**src/rtl/cesv_pkg.sv**
```systemverilog
// ----------------------------------------------------------------------------
// cesv_pkg
// Types and constants for the C escape sequence validator.
// ----------------------------------------------------------------------------
package cesv_pkg;

    localparam int unsigned MAX_BODY_LEN  = 4096;
    localparam int unsigned OFS_FIELD_MAX = 4095;
    localparam int unsigned POS_LIMIT_INT =
        (MAX_BODY_LEN - 1 > OFS_FIELD_MAX) ? OFS_FIELD_MAX : MAX_BODY_LEN - 1;
    localparam logic [11:0] POS_LIMIT     = 12'(POS_LIMIT_INT);

    localparam logic [7:0] CH_0      = 8'h30;
    localparam logic [7:0] CH_7      = 8'h37;
    localparam logic [7:0] CH_9      = 8'h39;
    localparam logic [7:0] CH_LA     = 8'h61;
    localparam logic [7:0] CH_LB     = 8'h62;
    localparam logic [7:0] CH_LF     = 8'h66;
    localparam logic [7:0] CH_UA     = 8'h41;
    localparam logic [7:0] CH_UF     = 8'h46;
    localparam logic [7:0] CH_LN     = 8'h6e;
    localparam logic [7:0] CH_LT     = 8'h74;
    localparam logic [7:0] CH_LV     = 8'h76;
    localparam logic [7:0] CH_LR     = 8'h72;
    localparam logic [7:0] CH_LX     = 8'h78;
    localparam logic [7:0] CH_LU     = 8'h75;
    localparam logic [7:0] CH_UU     = 8'h55;
    localparam logic [7:0] CH_BSLASH = 8'h5c;
    localparam logic [7:0] CH_QMARK  = 8'h3f;
    localparam logic [7:0] CH_SQUOTE = 8'h27;
    localparam logic [7:0] CH_DQUOTE = 8'h22;

    localparam logic [3:0] UCN_SHORT_DIGITS = 4'd4;
    localparam logic [3:0] UCN_LONG_DIGITS  = 4'd8;
    localparam logic [3:0] OCT_MORE_DIGITS  = 4'd2;

    typedef enum logic [2:0] {
        MODE_NORMAL    = 3'd0,
        MODE_BSLASH    = 3'd1,
        MODE_OCTAL     = 3'd2,
        MODE_HEX_FIRST = 3'd3,
        MODE_HEX_RUN   = 3'd4,
        MODE_UCN       = 3'd5,
        MODE_DONE      = 3'd6
    } t_mode;

    typedef enum logic [2:0] {
        CAT_TRAILING  = 3'd0,
        CAT_HEX_EMPTY = 3'd1,
        CAT_UCN_SHORT = 3'd2,
        CAT_UCN_BAD   = 3'd3,
        CAT_UNDEFINED = 3'd4
    } t_cat;

endpackage

```
**src/rtl/c_escape_sequence_validator.sv**
```systemverilog
// ----------------------------------------------------------------------------
// c_escape_sequence_validator
// Checks the escapes in a C literal body, at most one byte per item, and reports the
// first invalid escape, its category and the offset of its backslash.
// ----------------------------------------------------------------------------
//  channel  | direction | handshake          | payload
//  ---------+-----------+--------------------+----------------------------------
//  input    | in        | i_valid / o_stall  | i_char_in, i_last, i_no_char
//  result   | out       | o_valid / i_stall  | o_found, o_category, o_offset
//
//  one item per cycle, unless a body end waits on a stalled result; each item
//  is held in the input register, where the scan state is stepped, and a
//  body end loads the result register.
//  synchronous active-low reset clears the valid flags of both registers and the scan state.
//  a stalled result only holds back an item that ends a body.
// ----------------------------------------------------------------------------
module c_escape_sequence_validator
    import cesv_pkg::*;
(
    input  logic        i_clk,
    input  logic        i_rst_n,
    input  logic        i_valid,
    output logic        o_stall,
    input  logic [7:0]  i_char_in,
    input  logic        i_last,
    input  logic        i_no_char,
    output logic        o_valid,
    input  logic        i_stall,
    output logic        o_found,
    output logic [2:0]  o_category,
    output logic [11:0] o_offset
);

    logic        r_in_valid;
    logic [7:0]  r_char;
    logic        r_last;
    logic        r_no_char;

    t_mode       r_mode,   n_mode;
    logic [3:0]  r_digits, n_digits;
    logic        r_ucn_bad, n_ucn_bad;
    logic [11:0] r_pos,    n_pos;
    logic [11:0] r_esc,    n_esc;
    logic        r_seen,   n_seen;
    t_cat        r_kind,   n_kind;
    logic [11:0] r_vofs,   n_vofs;

    logic        r_out_valid;
    logic        r_found;
    logic [2:0]  r_cat;
    logic [11:0] r_ofs;

    logic        n_found;
    logic [2:0]  n_cat;
    logic [11:0] n_ofs;

    logic        ends_body;
    logic        out_free;
    logic        advance;
    logic        is_oct;
    logic        is_hex;
    logic        rec;
    t_cat        rec_kind;

    assign ends_body = r_last | r_no_char;
    assign out_free  = ~r_out_valid | ~i_stall;
    assign advance   = r_in_valid & (~ends_body | out_free);
    assign o_stall   = r_in_valid & ~advance;

    assign is_oct = (r_char inside {[CH_0:CH_7]});
    assign is_hex = (r_char inside {[CH_0:CH_9], [CH_LA:CH_LF], [CH_UA:CH_UF]});

    always_comb begin
        n_mode    = r_mode;
        n_digits  = r_digits;
        n_ucn_bad = r_ucn_bad;
        n_pos     = r_pos;
        n_esc     = r_esc;
        n_seen    = r_seen;
        n_kind    = r_kind;
        n_vofs    = r_vofs;
        n_found   = 1'b0;
        n_cat     = 3'd0;
        n_ofs     = 12'd0;
        rec       = 1'b0;
        rec_kind  = CAT_TRAILING;

        if (!r_no_char) begin
            case (r_mode)
                MODE_NORMAL: begin
                    if (r_char == CH_BSLASH) begin
                        n_mode = MODE_BSLASH;
                        n_esc  = r_pos;
                    end
                end
                MODE_BSLASH: begin
                    if (r_char inside {CH_LN, CH_LT, CH_LV, CH_LB, CH_LR, CH_LF, CH_LA,
                                       CH_BSLASH, CH_QMARK, CH_SQUOTE, CH_DQUOTE}) begin
                        n_mode = MODE_NORMAL;
                    end else if (r_char == CH_LX) begin
                        n_mode = MODE_HEX_FIRST;
                    end else if (r_char == CH_LU || r_char == CH_UU) begin
                        n_mode    = MODE_UCN;
                        n_digits  = (r_char == CH_LU) ? UCN_SHORT_DIGITS : UCN_LONG_DIGITS;
                        n_ucn_bad = 1'b0;
                    end else if (is_oct) begin
                        n_mode   = MODE_OCTAL;
                        n_digits = OCT_MORE_DIGITS;
                    end else begin
                        rec      = 1'b1;
                        rec_kind = CAT_UNDEFINED;
                    end
                end
                MODE_OCTAL: begin
                    if (r_digits != 4'd0 && is_oct) begin
                        n_digits = r_digits - 4'd1;
                        if (r_digits == 4'd1) begin
                            n_mode = MODE_NORMAL;
                        end
                    end else begin
                        n_digits = 4'd0;
                        if (r_char == CH_BSLASH) begin
                            n_mode = MODE_BSLASH;
                            n_esc  = r_pos;
                        end else begin
                            n_mode = MODE_NORMAL;
                        end
                    end
                end
                MODE_HEX_FIRST: begin
                    if (is_hex) begin
                        n_mode = MODE_HEX_RUN;
                    end else begin
                        rec      = 1'b1;
                        rec_kind = CAT_HEX_EMPTY;
                    end
                end
                MODE_HEX_RUN: begin
                    if (!is_hex) begin
                        if (r_char == CH_BSLASH) begin
                            n_mode = MODE_BSLASH;
                            n_esc  = r_pos;
                        end else begin
                            n_mode = MODE_NORMAL;
                        end
                    end
                end
                MODE_UCN: begin
                    n_ucn_bad = r_ucn_bad | ~is_hex;
                    if (r_digits != 4'd0) begin
                        n_digits = r_digits - 4'd1;
                    end
                    if (r_digits <= 4'd1) begin
                        if (n_ucn_bad) begin
                            rec      = 1'b1;
                            rec_kind = CAT_UCN_BAD;
                        end else begin
                            n_mode = MODE_NORMAL;
                        end
                    end
                end
                default: begin
                    n_mode = MODE_DONE;
                end
            endcase
            if (r_pos < POS_LIMIT) begin
                n_pos = r_pos + 12'd1;
            end
        end

        // end of body: open escapes become violations
        if (ends_body && !rec) begin
            case (n_mode)
                MODE_BSLASH: begin
                    rec      = 1'b1;
                    rec_kind = CAT_TRAILING;
                end
                MODE_HEX_FIRST: begin
                    rec      = 1'b1;
                    rec_kind = CAT_HEX_EMPTY;
                end
                MODE_UCN: begin
                    rec      = 1'b1;
                    rec_kind = CAT_UCN_SHORT;
                end
                default: begin
                end
            endcase
        end

        if (rec) begin
            n_mode = MODE_DONE;
            if (!r_seen) begin
                n_seen = 1'b1;
                n_kind = rec_kind;
                n_vofs = n_esc;
            end
        end

        if (ends_body) begin
            n_found   = n_seen;
            n_cat     = n_seen ? n_kind : 3'd0;
            n_ofs     = n_seen ? n_vofs : 12'd0;
            n_mode    = MODE_NORMAL;
            n_digits  = 4'd0;
            n_ucn_bad = 1'b0;
            n_pos     = 12'd0;
            n_esc     = 12'd0;
            n_seen    = 1'b0;
            n_kind    = CAT_TRAILING;
            n_vofs    = 12'd0;
        end
    end

    always_ff @(posedge i_clk) begin
        if (!i_rst_n) begin
            r_in_valid  <= 1'b0;
            r_out_valid <= 1'b0;
            r_mode      <= MODE_NORMAL;
            r_digits    <= 4'd0;
            r_ucn_bad   <= 1'b0;
            r_pos       <= 12'd0;
            r_esc       <= 12'd0;
            r_seen      <= 1'b0;
            r_kind      <= CAT_TRAILING;
            r_vofs      <= 12'd0;
        end else begin
            if (!o_stall) begin
                r_in_valid <= i_valid;
            end
            if (advance) begin
                r_mode    <= n_mode;
                r_digits  <= n_digits;
                r_ucn_bad <= n_ucn_bad;
                r_pos     <= n_pos;
                r_esc     <= n_esc;
                r_seen    <= n_seen;
                r_kind    <= n_kind;
                r_vofs    <= n_vofs;
            end
            if (advance && ends_body) begin
                r_out_valid <= 1'b1;
            end else if (!i_stall) begin
                r_out_valid <= 1'b0;
            end
        end
    end

    always_ff @(posedge i_clk) begin
        if (i_valid && !o_stall) begin
            r_char    <= i_char_in;
            r_last    <= i_last;
            r_no_char <= i_no_char;
        end
        if (advance && ends_body) begin
            r_found <= n_found;
            r_cat   <= n_cat;
            r_ofs   <= n_ofs;
        end
    end

    assign o_valid    = r_out_valid;
    assign o_found    = r_found;
    assign o_category = r_cat;
    assign o_offset   = r_ofs;

endmodule

```
**config.mk**
```make
export PLATFORM = sky130hd
export DESIGN_NAME = c_escape_sequence_validator
export DESIGN_NICKNAME = d
export VERILOG_FILES = /design/src/rtl/cesv_pkg.sv /design/src/rtl/c_escape_sequence_validator.sv
export SDC_FILE = /design/constraint.sdc
export NUM_CORES = 1
export LEC_CHECK = 0
export ABC_CLOCK_PERIOD_IN_PS = 3550
export BUFFER_PORTS_ARGS = -buffer_cell sky130_fd_sc_hd__buf_2
export CAP_MARGIN = 20
export CORE_ASPECT_RATIO = 0.6
export CORE_MARGIN = 2
export CORE_UTILIZATION = 50
export CTS_CLUSTER_DIAMETER = 120
export CTS_CLUSTER_SIZE = 12
export DETAILED_ROUTE_END_ITERATION = 6
export HOLD_SLACK_MARGIN = 0.08
export PLACE_DENSITY_LB_ADDON = 0.08
export SLEW_MARGIN = 10
export SYNTH_ARGS = -nofsm -noshare
export SYNTH_HDL_FRONTEND = slang
export SYNTH_SLANG_ARGS = --single-unit
```
**constraint.sdc**
```tcl
create_clock -name i_clk -period 3.55 [get_ports i_clk]
set_clock_uncertainty 0.15 [all_clocks]
set_input_delay 1.065 -clock i_clk [delete_from_list [all_inputs] [get_ports i_clk]]
set_output_delay 1.065 -clock i_clk [all_outputs]
set_load 0.1 [all_outputs]
```
==> results by group <==
Status
  – Status: completed

Detailed routing
  – 1st-iter DRT viols: 477
  – Final wirelength: 11,300 um
  – Post-route antenna net violation count: 0
  – Detail-routed via count per cell: 5.97
  – First drt pass iteration count: 5
  – DR WL/cell: 17.3 um
  – Drt drc: 0
  – Routed vias: 3,905

Power
  – Cell leakage power: 0.00190 uW
  – Internal cell power: 1580 uW
  – Max IR drop VDD: 0.000279 V
  – Switching Share: 25.3%
  – Clk pwr share: 46.2%
  – Logic pwr share: 9.6%
  – Reg power frac: 44.3%
  – Cell Pwr Density: 425 mW/mm2
  – Sw Pwr: 535 uW

Setup path
  – Slowest cell delay on critical path: 0.55 ns
  – R2R Path End: o_category[0]
  – Critical path buffers and inverters: 0
  – Required time of the worst setup path: 3.56 ns
  – Reg2Reg Depth: 8
  – Worst setup SP type: flop
  – Nature of the critical path endpoint: flop
  – R2R setup slack: 0.39 ns
  – Critical path's slowest cell: or4_4
  – WS Path Type: reg -> reg
  – CP delay by family, top: simple AND/OR/NAND/NOR gates
  – RR Startpoint: r_char[7]
  – Crit path DAT: 3.17 ns
  – Crit path max fanout: 7
  – Crit path cell chain: nand4bb_1, a21o_1, nand4_1, o41a_1, nand2_1, or4_4, nand2b_4, a311oi_1

Flow run
  – Max Cap Viol: 0

Worst hold path
  – Worst Hold Class: reg -> reg
  – Hold path startpoint: r_vofs[8]
  – Hold Path Cell Cnt: 2
  – Hold endpoint: r_vofs[8]

GRT
  – Overflow after GRT: 0
  – First-pass GRT wire length: 18,200 um
  – Largest net degree at the start of global routing: 35
  – Vias in the first global route: 3,483
  – GRT Total Usage: 24.2%
  – Initial antenna violation count: 0

Placed design
  – Hpwl dp: 7990 um
  – PortBufs: 31
  – GP Congestion: 0.983
  – Placed Cells: 638

Die
  – Row count: 26
  – Die height: 76.1 um
  – Io pins: 32
  – Core area: 0.00846 mm2
  – Die X: 124 um
  – Initial Utilization: 51.3%
  – Die area: 0.00946 mm2

Timing
  – Final setup viols: 0
  – Highest clock rate: 316 MHz
  – Hold slack: 0.346 ns
  – Setup TNS Final: 0 ns
  – RSZ-0062 raised after global routing: no
  – Max Transition Viols Final: 0
  – Slew of the pin with the lowest slew margin: 0.723 ns
  – Fin. Hold Viols: 0
  – Tmin final: 3.16 ns
  – Rel. slew slack: 51.3%
  – Tcrit/Tclk final: 89.1%

Layout
  – Final nets: 555
  – Ratio of cells with drive above 1 in the final layout: 15.9%
  – Footprint of the multi-input gates: 0.00234 mm2
  – Area growth syn-to-layout: 14.8%
  – Antenna Cells: 0
  – Fin cells: 654
  – Fillers: 768
  – FF/Latch Area: 0.00178 mm2

Logic synthesis
  – Async set-reset flop share out of synthesis: 0%
  – Mapped Area: 0.00434 mm2
  – Seq/Total Area, Yosys: 41.1%
  – Synth cell types: 61
  – Yosys Warn Count: 0
  – Prevailing post-synth register cell: dfxtp_1
  – EDFF count, synth: 26
  – Synth Instances: 505
  – Synthesized flop and latch total: 76
  – Syn nets: 523
  – Mean post-synth cell area: 8.58 um2

Clocking
  – Clock Pin Slew Worst Setup and Hold Paths: 0.06 ns
  – Post-CTS Setup Repair Bufs: 0
  – Total CTS buffers: 9
  – Hold-fix buffer count after cts: 0
  – Clock sinks: 76
  – H-tree levels: 3
  – Root Buffer: clkbuf_16
  – Post-CTS Resized: 0
  – CTS tree: done
  – Clock buffer depth: 2
  – Clk_lat worst skew: 0.34 ns
## worst max path at each step
stage / startpoint / endpoint / depth (start not counted)
global placement: i_stall / o_stall / 4
CTS: i_stall / o_stall / 4
floorplan: o_valid / o_stall / 2
finish: r_char[7] / o_category[0] / 8
global route: r_char[7] / o_category[0] / 8
detailed placement: i_stall / o_stall / 4
## power by group through the flow
stage / registers [uW] / logic [uW] / clock network, uW
floorplan: 1000 / 97.6 / 0
global placement: 954 / 196 / 0
detailed placement: 955 / 199 / 0
CTS: 936 / 199 / 994
global route: 939 / 216 / 1040
finish: 937 / 202 / 978
## cells by family (layout without fill, tap and decap cells)
| group | Yosys count | after routing | share of synthesized area, % |
|---|---|---|---|
| AO/OA/AOI/OAI | 156 | 156 | 22.6 |
| XOR/XNOR | 11 | 11 | 2.22 |
| adder cells (fa/ha/maj) | 4 | 4 | 1.15 |
| buffers and inverters | 53 | 90 | 5.17 |
| flip-flops | 76 | 76 | 41.1 |
| multiplexers | 24 | 24 | 5.54 |
| AND/OR/NAND/NOR | 181 | 181 | 22.3 |
## state kept, by name (all words and copies together) (netlist names)
signal and flops:
r_char 8, r_last 1, o_found 1, o_category 3, r_in_valid 1, o_valid 1
r_esc 12, r_pos 12, r_seen 1, o_offset 12, r_vofs 12, r_digits 4
r_kind 3, r_mode 3, r_no_char 1, r_ucn_bad 1
## routing by layer
metal	vias up	wire length [um]	track usage, %
met2	158	4280	31.5
met5	-	0	0
met1	1836	5890	37.6
li1	1899	-	-
met3	12	1050	8.71
met4	0	89	5.39
## layout by cell type, fill, tap and decap left out, types with 4 or more instances in the layout
| cell type | synthesis | layout |
|---|---|---|
| clkbuf_16 | 0 | 9 |
| nand4_1 | 5 | 5 |
| buf_4 | 3 | 22 |
| and3_1 | 6 | 6 |
| nand3_1 | 8 | 8 |
| a22oi_1 | 25 | 25 |
| o21ai_0 | 40 | 39 |
| nand2b_1 | 10 | 10 |
| nor3_1 | 7 | 7 |
| mux2i_1 | 24 | 24 |
| xor2_1 | 9 | 9 |
| ha_1 | 4 | 4 |
| nand2_1 | 35 | 35 |
| nand4bb_1 | 4 | 4 |
| or3_1 | 4 | 4 |
| edfxtp_1 | 26 | 26 |
| dfxtp_1 | 50 | 50 |
| and2_1 | 7 | 7 |
| nor2_1 | 66 | 66 |
| buf_2 | 5 | 31 |
| inv_1 | 21 | 21 |
| a21oi_1 | 61 | 61 |
## cells in the mapped netlist (all sizes together) (3+ instances only)
library cell | count | share of area (%)
a21o | 3 | 0.52
a21oi | 61 | 7.0
a22oi | 25 | 4.3
a311oi | 3 | 0.75
and2 | 7 | 1.0
and3 | 6 | 0.87
and4 | 3 | 0.61
buf | 9 | 1.4
clkbuf | 23 | 2.0
dfxtp | 50 | 23
edfxtp | 26 | 18
ha | 4 | 1.2
inv | 21 | 1.8
mux2i | 24 | 5.5
nand2 | 35 | 3.0
nand2b | 11 | 1.8
nand3 | 8 | 0.92
nand4 | 5 | 0.72
nand4bb | 4 | 1.0
nor2 | 66 | 5.7
nor2b | 3 | 0.43
nor3 | 8 | 1.0
nor3b | 4 | 0.81
nor4b | 5 | 1.3
o21ai | 41 | 4.7
o31ai | 3 | 0.52
or2 | 4 | 0.64
or3 | 5 | 0.84
xor2 | 9 | 1.8
## worst min-delay path, stage by stage (launching register included)
cell and delay [ns]:
dfxtp_1 0.32, a22oi_1 0.07, nor2_1 0.07
## metrics by stage
stage          setup slack (ns)  utilization (%)  power (uW)  area, um2
2_1_floorplan             0.240                -        1100       4350
3_3_place_gp              0.433             55.1        1150       4660
3_5_place_dp              0.398             55.1        1150       4660
4_1_cts                   0.392             58.9        2130       4980
5_1_grt                   0.194             58.9        2190       4980
6_report                  0.387             58.9        2120       4980
## area by class of cell
cell class                 instances  area share, %
multi-input combinational        376           47.0
sequential                        76           35.8
timing repair buffer              53           6.43
clock buffer                       9           4.52
tap                              112           2.81
clock inverter                     7           1.83
inverter                          21           1.58
No activity file was read; power rests on OpenSTA's default activity.
